===== src/hw/rtl/assert_macros.svh =====
// ----------------------------------------------------------------------------
// assert_macros.svh - concurrent assertion helpers
// Clocked property checks that vanish when SYNTHESIS is defined.
// ----------------------------------------------------------------------------
`ifndef ASSERT_MACROS_SVH
`define ASSERT_MACROS_SVH

`ifndef SYNTHESIS
// prop must hold at every clock edge outside reset
`define ASSERT_CLK(label, clk, rst_n, prop, msg) \
    label: assert property (@(posedge clk) disable iff (!rst_n) prop) else $error(msg);
// cond must never be true outside reset
`define ASSERT_NEVER(label, clk, rst_n, cond, msg) \
    label: assert property (@(posedge clk) disable iff (!rst_n) !(cond)) else $error(msg);
`else
`define ASSERT_CLK(label, clk, rst_n, prop, msg)
`define ASSERT_NEVER(label, clk, rst_n, cond, msg)
`endif

`endif


===== src/hw/rtl/dis_pkg.sv =====
// ----------------------------------------------------------------------------
// dis_pkg - shared types and constants
// Word widths, queue depth and the structs passed between front and back.
// ----------------------------------------------------------------------------
`timescale 1ns / 1ps

package dis_pkg;

    localparam int VALUE_W       = 32;  // Q16.16 sample
    localparam int POS_W         = 6;   // load position on the output
    localparam int MAX_ITEMS_DEF = 64;
    localparam int QUEUE_DEPTH   = 2;

    typedef struct packed {
        logic signed [VALUE_W-1:0] value;
        logic                      is_last;
    } t_cmd;

    typedef struct packed {
        logic sorting;
        logic emitting;
    } t_back_stat;

endpackage


===== src/hw/rtl/dis_if.sv =====
// ----------------------------------------------------------------------------
// dis_if - valid/ready channels of the sorter
// Input channel carries a value word, output channel carries a position word.
// ----------------------------------------------------------------------------
`timescale 1ns / 1ps

interface dis_in_if import dis_pkg::*; ();
    logic                      valid;
    logic                      ready;
    logic signed [VALUE_W-1:0] value;
    logic                      is_last;

    modport source (output valid, output value, output is_last, input ready);
    modport sink   (input valid, input value, input is_last, output ready);
endinterface

interface dis_out_if import dis_pkg::*; ();
    logic             valid;
    logic             ready;
    logic [POS_W-1:0] position;
    logic             final_rank;

    modport source (output valid, output position, output final_rank, input ready);
    modport sink   (input valid, input position, input final_rank, output ready);
endinterface


===== src/hw/rtl/dis_ram.sv =====
// ----------------------------------------------------------------------------
// dis_ram - generic single-write, single-read RAM
// One write port, one read port with registered read data (old data on clash).
// ----------------------------------------------------------------------------
`timescale 1ns / 1ps

module dis_ram #(
    parameter int WIDTH = 32,
    parameter int DEPTH = 64,
    localparam int AW   = (DEPTH > 1) ? $clog2(DEPTH) : 1
) (
    input  logic             i_clk,
    input  logic             i_we,
    input  logic [AW-1:0]    i_waddr,
    input  logic [WIDTH-1:0] i_wdata,
    input  logic [AW-1:0]    i_raddr,
    output logic [WIDTH-1:0] o_rdata
);

    logic [WIDTH-1:0] r_mem [DEPTH];
    logic [WIDTH-1:0] r_rdata;

    always_ff @(posedge i_clk) begin
        if (i_we) begin
            r_mem[i_waddr] <= i_wdata;
        end
        r_rdata <= r_mem[i_raddr];
    end

    assign o_rdata = r_rdata;

endmodule


===== src/hw/rtl/dis_front.sv =====
// ----------------------------------------------------------------------------
// dis_front - input side of the sorter
// Takes value words off the input channel into a short queue for the back end.
// ----------------------------------------------------------------------------
`timescale 1ns / 1ps

module dis_front import dis_pkg::*; (
    input  logic   i_clk,
    input  logic   i_rst_n,
    dis_in_if.sink i_in,
    output t_cmd   o_cmd,
    output logic   o_cmd_valid,
    input  logic   i_cmd_ready
);

    localparam int QA_W = (QUEUE_DEPTH > 1) ? $clog2(QUEUE_DEPTH) : 1;
    localparam int QF_W = $clog2(QUEUE_DEPTH + 1);
    localparam logic [QA_W-1:0] PTR_LAST = QA_W'(QUEUE_DEPTH - 1);
    localparam logic [QF_W-1:0] FILL_MAX = QF_W'(QUEUE_DEPTH);

    t_cmd            r_q [QUEUE_DEPTH];
    logic [QA_W-1:0] r_wp, r_rp;
    logic [QF_W-1:0] r_fill;
    logic            push, pop;

    assign i_in.ready  = (r_fill != FILL_MAX);
    assign push        = i_in.valid && i_in.ready;
    assign o_cmd_valid = (r_fill != '0);
    assign pop         = o_cmd_valid && i_cmd_ready;
    assign o_cmd       = r_q[r_rp];

    always_ff @(posedge i_clk) begin
        if (!i_rst_n) begin
            r_wp   <= '0;
            r_rp   <= '0;
            r_fill <= '0;
        end else begin
            if (push) begin
                r_wp <= (r_wp == PTR_LAST) ? '0 : r_wp + 1'b1;
            end
            if (pop) begin
                r_rp <= (r_rp == PTR_LAST) ? '0 : r_rp + 1'b1;
            end
            if (push && !pop) begin
                r_fill <= r_fill + 1'b1;
            end else if (pop && !push) begin
                r_fill <= r_fill - 1'b1;
            end
        end
    end

    always_ff @(posedge i_clk) begin
        if (push) begin
            r_q[r_wp].value   <= i_in.value;
            r_q[r_wp].is_last <= i_in.is_last;
        end
    end

endmodule


===== src/hw/rtl/dis_back.sv =====
// ----------------------------------------------------------------------------
// dis_back - store, sort engine and result emitter
// Stores values, runs the pipelined exchange passes, then reads out positions.
// ----------------------------------------------------------------------------
`timescale 1ns / 1ps

module dis_back import dis_pkg::*; #(
    parameter int MAX_ITEMS = MAX_ITEMS_DEF
) (
    input  logic        i_clk,
    input  logic        i_rst_n,
    input  t_cmd        i_cmd,
    input  logic        i_cmd_valid,
    output logic        o_cmd_ready,
    dis_out_if.source   o_out,
    output t_back_stat  o_stat
);

    localparam int IDX_W = (MAX_ITEMS > 1) ? $clog2(MAX_ITEMS) : 1;
    localparam int CNT_W = $clog2(MAX_ITEMS + 1);
    localparam logic [CNT_W-1:0] MAX_CNT = CNT_W'(MAX_ITEMS);

    localparam logic [2:0] S_LOAD      = 3'd0;
    localparam logic [2:0] S_INIT      = 3'd1;
    localparam logic [2:0] S_HEAD      = 3'd2;
    localparam logic [2:0] S_SCAN      = 3'd3;
    localparam logic [2:0] S_DRAIN     = 3'd4;
    localparam logic [2:0] S_EMIT_RD   = 3'd5;
    localparam logic [2:0] S_EMIT_WT   = 3'd6;
    localparam logic [2:0] S_EMIT_HOLD = 3'd7;

    logic [2:0]        r_state, n_state;
    logic [CNT_W-1:0]  r_cnt, cnt_after;
    logic [IDX_W-1:0]  r_last, r_i, r_j;

    // pass pipeline: order read -> value read -> compare
    logic              r_p1_vld, r_p1_head;
    logic [IDX_W-1:0]  r_p1_j;
    logic              r_p2_vld, r_p2_head;
    logic [IDX_W-1:0]  r_p2_j, r_p2_ord;
    logic [IDX_W-1:0]  r_oi;
    logic signed [VALUE_W-1:0] r_vi;

    logic [IDX_W-1:0]  r_pos;
    logic              r_fin, r_ovld;

    logic              cmd_pop, store_ok, pipe_empty, swap;
    logic              vr_we;
    logic [VALUE_W-1:0] vr_rdata;
    logic              or_we;
    logic [IDX_W-1:0]  or_waddr, or_wdata, or_raddr, or_rdata;

    assign o_cmd_ready = (r_state == S_LOAD);
    assign cmd_pop     = o_cmd_ready && i_cmd_valid;
    assign store_ok    = (r_cnt < MAX_CNT);
    assign cnt_after   = store_ok ? r_cnt + 1'b1 : r_cnt;
    assign vr_we       = cmd_pop && store_ok;
    assign pipe_empty  = !r_p1_vld && !r_p2_vld;
    assign swap        = r_p2_vld && !r_p2_head && (r_p2_j != r_i)
                         && (r_vi > $signed(vr_rdata));

    dis_ram #(.WIDTH(VALUE_W), .DEPTH(MAX_ITEMS)) u_value_ram (
        .i_clk   (i_clk),
        .i_we    (vr_we),
        .i_waddr (r_cnt[IDX_W-1:0]),
        .i_wdata (i_cmd.value),
        .i_raddr (or_rdata),
        .o_rdata (vr_rdata)
    );

    dis_ram #(.WIDTH(IDX_W), .DEPTH(MAX_ITEMS)) u_order_ram (
        .i_clk   (i_clk),
        .i_we    (or_we),
        .i_waddr (or_waddr),
        .i_wdata (or_wdata),
        .i_raddr (or_raddr),
        .o_rdata (or_rdata)
    );

    always_comb begin
        or_we    = 1'b0;
        or_waddr = r_i;
        or_wdata = r_oi;
        or_raddr = (r_state == S_SCAN) ? r_j : r_i;
        if (swap) begin
            or_we    = 1'b1;
            or_waddr = r_p2_j;
        end else if (r_state == S_INIT) begin
            or_we    = 1'b1;
            or_wdata = r_i;
        end else if (r_state == S_DRAIN && pipe_empty) begin
            or_we    = 1'b1;   // write back the rank-i entry
        end
    end

    always_comb begin
        n_state = r_state;
        case (r_state)
            S_LOAD: begin
                if (cmd_pop && i_cmd.is_last) n_state = S_INIT;
            end
            S_INIT: begin
                if (r_i == r_last) n_state = S_HEAD;
            end
            S_HEAD: begin
                n_state = S_SCAN;
            end
            S_SCAN: begin
                if (r_j == r_last) n_state = S_DRAIN;
            end
            S_DRAIN: begin
                if (pipe_empty) n_state = (r_i == r_last) ? S_EMIT_RD : S_HEAD;
            end
            S_EMIT_RD: begin
                n_state = S_EMIT_WT;
            end
            S_EMIT_WT: begin
                n_state = S_EMIT_HOLD;
            end
            S_EMIT_HOLD: begin
                if (o_out.ready) n_state = r_fin ? S_LOAD : S_EMIT_RD;
            end
            default: begin
                n_state = S_LOAD;
            end
        endcase
    end

    always_ff @(posedge i_clk) begin
        if (!i_rst_n) begin
            r_state  <= S_LOAD;
            r_cnt    <= '0;
            r_p1_vld <= 1'b0;
            r_p2_vld <= 1'b0;
            r_ovld   <= 1'b0;
        end else begin
            r_state  <= n_state;
            r_p1_vld <= (r_state == S_HEAD) || (r_state == S_SCAN);
            r_p2_vld <= r_p1_vld;
            if (cmd_pop) begin
                r_cnt <= i_cmd.is_last ? '0 : cnt_after;
            end
            if (r_state == S_EMIT_WT) begin
                r_ovld <= 1'b1;
            end else if (r_state == S_EMIT_HOLD && o_out.ready) begin
                r_ovld <= 1'b0;
            end
        end
    end

    always_ff @(posedge i_clk) begin
        r_p1_head <= (r_state == S_HEAD);
        r_p1_j    <= r_j;
        r_p2_head <= r_p1_head;
        r_p2_j    <= r_p1_j;
        r_p2_ord  <= or_rdata;

        if (r_p2_vld && r_p2_head) begin
            r_oi <= r_p2_ord;
            r_vi <= $signed(vr_rdata);
        end else if (swap) begin
            r_oi <= r_p2_ord;
            r_vi <= $signed(vr_rdata);
        end

        case (r_state)
            S_LOAD: begin
                if (cmd_pop && i_cmd.is_last) begin
                    r_last <= IDX_W'(cnt_after - 1'b1);
                    r_i    <= '0;
                end
            end
            S_INIT: begin
                r_i <= (r_i == r_last) ? '0 : r_i + 1'b1;
            end
            S_HEAD: begin
                r_j <= '0;
            end
            S_SCAN: begin
                r_j <= r_j + 1'b1;
            end
            S_DRAIN: begin
                if (pipe_empty) r_i <= (r_i == r_last) ? '0 : r_i + 1'b1;
            end
            S_EMIT_WT: begin
                r_pos <= or_rdata;
                r_fin <= (r_i == r_last);
            end
            S_EMIT_HOLD: begin
                if (o_out.ready && !r_fin) r_i <= r_i + 1'b1;
            end
            default: begin
            end
        endcase
    end

    assign o_out.valid      = r_ovld;
    assign o_out.position   = POS_W'(r_pos);
    assign o_out.final_rank = r_fin;

    assign o_stat.sorting  = (r_state == S_INIT) || (r_state == S_HEAD)
                             || (r_state == S_SCAN) || (r_state == S_DRAIN);
    assign o_stat.emitting = (r_state == S_EMIT_RD) || (r_state == S_EMIT_WT)
                             || (r_state == S_EMIT_HOLD);

endmodule


===== src/hw/rtl/descending_index_sort.sv =====
// ----------------------------------------------------------------------------
// descending_index_sort - load positions ranked by value, largest first
// Input words (i_in) carry a signed Q16.16 value and an is_last flag. Each
// word is stored at the next load position; up to MAX_ITEMS are held and
// further values are dropped. The is_last word closes the list and starts
// the exchange sort over the n values held.
// Output words (o_out) carry the load position of each rank, largest value
// first, with final_rank set on the n-th word; then a new list begins.
// Timing: a two-word queue takes input words at one per cycle while the
// back end loads. The sort sets up the order table, then runs one pass
// per rank at one compare per cycle of the order/value RAM pipeline.
// Each result is then read out and held until o_out.ready takes it.
// Back-pressure: while the back end sorts or emits, the queue fills and
// i_in.ready drops; a stalled o_out word holds until taken.
// Reset (i_rst_n low, synchronous) empties the queue and the list.
// ----------------------------------------------------------------------------
`timescale 1ns / 1ps
`include "assert_macros.svh"

module descending_index_sort import dis_pkg::*; #(
    parameter int MAX_ITEMS = MAX_ITEMS_DEF
) (
    input  logic      i_clk,
    input  logic      i_rst_n,
    dis_in_if.sink    i_in,
    dis_out_if.source o_out
);

    t_cmd       cmd;
    logic       cmd_valid;
    logic       cmd_ready;
    t_back_stat back_stat;

    // front: input channel into the command queue
    dis_front u_front (
        .i_clk       (i_clk),
        .i_rst_n     (i_rst_n),
        .i_in        (i_in),
        .o_cmd       (cmd),
        .o_cmd_valid (cmd_valid),
        .i_cmd_ready (cmd_ready)
    );

    // back: value store, sort passes and result readout
    dis_back #(.MAX_ITEMS(MAX_ITEMS)) u_back (
        .i_clk       (i_clk),
        .i_rst_n     (i_rst_n),
        .i_cmd       (cmd),
        .i_cmd_valid (cmd_valid),
        .o_cmd_ready (cmd_ready),
        .o_out       (o_out),
        .o_stat      (back_stat)
    );

    // results only come out of the readout phase
    `ASSERT_CLK(a_out_in_emit, i_clk, i_rst_n, o_out.valid |-> back_stat.emitting, "result outside readout")
    // the flagged result ends the readout
    `ASSERT_CLK(a_final_ends, i_clk, i_rst_n, (o_out.valid && o_out.ready && o_out.final_rank) |=> !back_stat.emitting, "readout continues after final rank")
    // no word leaves the queue while a sort runs
    `ASSERT_NEVER(a_no_pop_sort, i_clk, i_rst_n, cmd_valid && cmd_ready && back_stat.sorting, "queue popped during sort")

endmodule

===== src/flat_wrapper.sv =====
// flat-port wrapper written by rule: the top's interface ports become plain ports
module descending_index_sort_flat import dis_pkg::*;
#(
    parameter int MAX_ITEMS = MAX_ITEMS_DEF
)
  (i_clk, i_rst_n, i_in_valid, i_in_value, i_in_is_last, i_in_ready, o_out_valid, o_out_position, o_out_final_rank, o_out_ready);
  dis_in_if i_in_i ();
  dis_out_if o_out_i ();
  input  logic i_clk;
  input  logic i_rst_n;
  input wire logic [$bits(i_in_i.valid)-1:0] i_in_valid;
  input wire logic [$bits(i_in_i.value)-1:0] i_in_value;
  input wire logic [$bits(i_in_i.is_last)-1:0] i_in_is_last;
  output wire logic [$bits(i_in_i.ready)-1:0] i_in_ready;
  output wire logic [$bits(o_out_i.valid)-1:0] o_out_valid;
  output wire logic [$bits(o_out_i.position)-1:0] o_out_position;
  output wire logic [$bits(o_out_i.final_rank)-1:0] o_out_final_rank;
  input wire logic [$bits(o_out_i.ready)-1:0] o_out_ready;
  assign i_in_i.valid = i_in_valid;
  assign i_in_i.value = i_in_value;
  assign i_in_i.is_last = i_in_is_last;
  assign i_in_ready = i_in_i.ready;
  assign o_out_valid = o_out_i.valid;
  assign o_out_position = o_out_i.position;
  assign o_out_final_rank = o_out_i.final_rank;
  assign o_out_i.ready = o_out_ready;
  descending_index_sort #(.MAX_ITEMS(MAX_ITEMS)) u_core (.i_clk(i_clk), .i_rst_n(i_rst_n), .i_in(i_in_i), .o_out(o_out_i));
endmodule

===== config.mk =====
export PLATFORM = sky130hd
export DESIGN_NAME = descending_index_sort_flat
export DESIGN_NICKNAME = d
export VERILOG_FILES = /design/src/hw/rtl/dis_pkg.sv /design/src/hw/rtl/dis_if.sv /design/src/hw/rtl/dis_ram.sv /design/src/hw/rtl/dis_front.sv /design/src/hw/rtl/dis_back.sv /design/src/hw/rtl/descending_index_sort.sv /design/src/flat_wrapper.sv
export VERILOG_INCLUDE_DIRS = /design/src /design/src/hw/rtl
export SDC_FILE = /design/constraint.sdc
export NUM_CORES = 2
export LEC_CHECK = 0
export BUFFER_PORTS_ARGS = -buffer_cell sky130_fd_sc_hd__buf_4
export CORE_MARGIN = 2
export CORE_UTILIZATION = 55
export CTS_CLUSTER_DIAMETER = 40
export DETAILED_ROUTE_END_ITERATION = 10
export HOLD_SLACK_MARGIN = 0.1
export PLACE_DENSITY = 0.78
export SLEW_MARGIN = 15
export SYNTH_ARGS = -nofsm -noshare
export SYNTH_HDL_FRONTEND = slang
export SYNTH_SLANG_ARGS = --single-unit

===== constraint.sdc =====
create_clock -name i_clk -period 5.6 [get_ports i_clk]
set_input_delay 0.56 -clock i_clk [delete_from_list [all_inputs] [get_ports i_clk]]
set_output_delay 0.56 -clock i_clk [all_outputs]
set_load 0.01 [all_outputs]

==> reports/results.ini <==
[synth]
yosysTopAreaCellShare_pct = 75.1
synth_ff_type = edfxtp_1
synth_top_area_cell = edfxtp_1
synthTopCellsByCount = 2561 x edfxtp_1, 666 x mux4_2, 320 x nand2_1, 150 x clkbuf_1, 116 x nand3_1
ys_ff_latch = 2637
synth_fa_ha_area_share_pct = 0.452
synth_xor_area_share_pct = 0.316
synth_edf_count = 2561
synth_top_family_by_area = multiplexers
synth.most_common_cell = edfxtp_1
synth-compound-area-share_pct = 2.43
synth_area_mm2 = 0.102
syn_nets = 4955
synth_area_leaders = edfxtp_1 75%, mux4_2 15%, dfxtp_1 1.5%
synth.distinct_cells = 62
ys_seq_area_share_pct = 76.6
synthSimpleGateAreaFrac_pct = 3.12
synth-async-reset-ratio_pct = 0
synthCells = 4881
syn_area_per_cell_um2 = 21.0
synth_mux_area_share_pct = 15.5
yosysWarnings = 0

[clock_network]
clk_latency_ns = 0.95
clock_path_buffers = 4
numClockSinks = 2637
htree_num_levels = 5
cts_setup_buffers = 0
cts_made_buffers = 313
cts.reportedPaths.clkPinSlew_ns = 0.06
ctsResizeCount = 0
hold_buffers = 35
cts_tree = done
root_buffer = clkbuf_16

[sta]
maxSlewViolCount = 0
finalHoldWorstSlack_ns = 0.187
slew-limit-headroom_pct = 12.0
hold_violations = 0
fin_crit_sh_pct = 80.7
finalSetupTns_ns = 0
rsz0062_at_grt = false
fin_worst_skew_ns = 0.0688
setup_violations = 0
max_freq_mhz = 221
tightest_slew_ns = 1.32
fin_crit_ns = 4.52

[routing]
wl_per_cell_um = 36.1
finalWirelength_um = 284000
drcViolationCount = 0
via_per_inst = 6.94
route.vias.total = 54500
drt_iter0_drc = 8858
drt_pass1_iterations = 9
ant_nets = 0

[critical_path]
r2r_slack_ns = 1.08
regToRegEndpoint = u_core.u_back.u_order_ram.o_rdata[1]
critPathCaptureType = flop
startpoint = u_core.u_back.r_state[1]
reg2reg_from = u_core.u_back.r_state[1]
cp.required_ns = 6.38
r2r_cells = 7
arrival_ns = 5.30
start_kind = flop
worstPathMaxFanout = 90
worstSetupPathType = flop to flop

[min_path]
min_from = i_in_valid
hold_path_end = u_core.u_front.r_wp
hold_depth = 4
hold_path_class = primary input to flop

[global_routing]
grt.total_usage_pct = 29.9
grt_max_degree = 133
antenna_found_initial = 21
overflow = 0
grt_pass1_vias = 54700
grt_pass1_wl_um = 403000

[job]
max-cap-violations = 0

[finish]
area_delta_synth_final_pct = 14.4
drive_above_1_share_pct = 27.4
nets = 5217
multi_input_area_mm2 = 0.0230
regArea_mm2 = 0.0784
fillers = 11600

[placement]
routabilityCongestion = 0.869
portBuffers = 45
place_hpwl_um = 143000

[power_and_ir_drop]
total_leakage_power_nw = 37.1
p_per_area_mw_per_mm2 = 519
ir_drop_uv = 392

[die]
ios = 46
core_mm2 = 0.185
die_h_um = 435
rows = 158
dieWidth_um = 435
die_area_mm2 = 0.190
initial_core_util_pct = 55.3

[status]
status = complete, no violations

## power by group
group / switching (mW) / internal, mW / total (mW)
sequential: 0.851 / 23.7 / 24.6
clock: 8.38 / 11.6 / 20.0
combinational: 9.71 / 6.47 / 16.2
total: 18.9 / 41.8 / 60.8
## per-stage QoR
stage	std cells	instance area [µm²]	utilization, %	setup slack [ns]	total power, mW
after floorplan	4881	102000	-	1.95	34.8
after global placement	7271	107000	57.6	1.36	39.9
after detailed placement	7272	107000	57.6	1.26	40.3
after CTS	7853	117000	63.2	1.21	60.3
after global routing	7854	117000	63.2	0.928	62.1
final	7861	117000	63.2	1.08	60.8
## cells by family (layout without fill, tap and decap cells)
logic type,after synthesis,in the layout
flip-flops,2637,2637
multiplexers,746,746
AND/OR/NAND/NOR,700,700
buffers and inverters,384,877
AO/OA/AOI/OAI,340,340
adder cells (fa/ha/maj),37,37
XOR/XNOR,37,37
other,0,7
## worst max-delay path, cell delays in order (launching register included)
cell	delay, ns
dfxtp_1	0.80
nand3b_1	0.78
mux2_4	0.72
buf_4	0.85
nand3_1	0.16
a32o_1	0.31
o31ai_1	0.47
o211ai_1	0.15
## routing by layer
| layer | up-vias | global-route usage (%) | share of wire, % |
|---|---|---|---|
| met1 | 27900 | 38.2 | 33 |
| li1 | 20800 | - | - |
| met2 | 4755 | 47.9 | 49 |
| met4 | 26 | 14.7 | 5.9 |
| met3 | 1067 | 7.93 | 12 |
| met5 | - | 0 | 0.059 |
## layout by cell type (no fill, tap or decap), types with 37 or more instances in the layout
cell type,Yosys,final
clkbuf_1,150,52
nor2_4,0,65
nand2_1,320,320
clkbuf_16,0,319
edfxtp_1,2561,2561
o22ai_1,40,40
nand3_1,116,116
inv_1,93,93
dfxtp_1,76,69
mux4_2,666,666
buf_4,7,174
and3_1,42,41
nor2_1,103,38
a211oi_1,98,97
a311oi_1,73,73
ha_1,37,37
## registers in the layout, summed over array words and instances (netlist names), 2 cells and up, named ones only
register and flops:
u_core.u_back.r_i 6, u_core.u_back.r_j 6, u_core.u_back.o_out.position 6, u_core.u_back.r_state 3
u_core.u_back.r_p2_j 6, u_core.u_back.u_value_ram.r_mem 2048, u_core.u_back.r_oi 6, u_core.u_back.r_cnt 7
u_core.u_back.u_value_ram.o_rdata 32, u_core.u_back.u_order_ram.r_mem 384, u_core.u_front.r_q 66, u_core.u_back.r_p1_j 6
u_core.u_back.r_last 6, u_core.u_front.r_fill 2, u_core.u_back.r_vi 32, u_core.u_back.r_p2_ord 6
u_core.u_back.u_order_ram.o_rdata 6
## cell type report
type,count,area share [%]
inverters,94,0.301
repair buffers,237,1.91
diodes,7,0.0150
clock buffers,375,7.03
flip-flops and latches,2637,67.0
well taps,2480,2.65
multi-input cells,1860,19.6
clock inverters,171,1.51
## worst max path at each step
stage,endpoint,cells past startpoint
final,u_core.u_back.u_order_ram.o_rdata[1],7
after global routing,u_core.u_back.u_order_ram.o_rdata[0],7
after CTS,u_core.u_back.u_order_ram.o_rdata[0],7
after detailed placement,u_core.u_back.u_order_ram.o_rdata[0],7
after global placement,u_core.u_back.u_order_ram.o_rdata[0],7
after floorplan,u_core.u_back.u_value_ram.r_mem[30][0],6
Note: power is estimated with default switching activity, not from simulation.
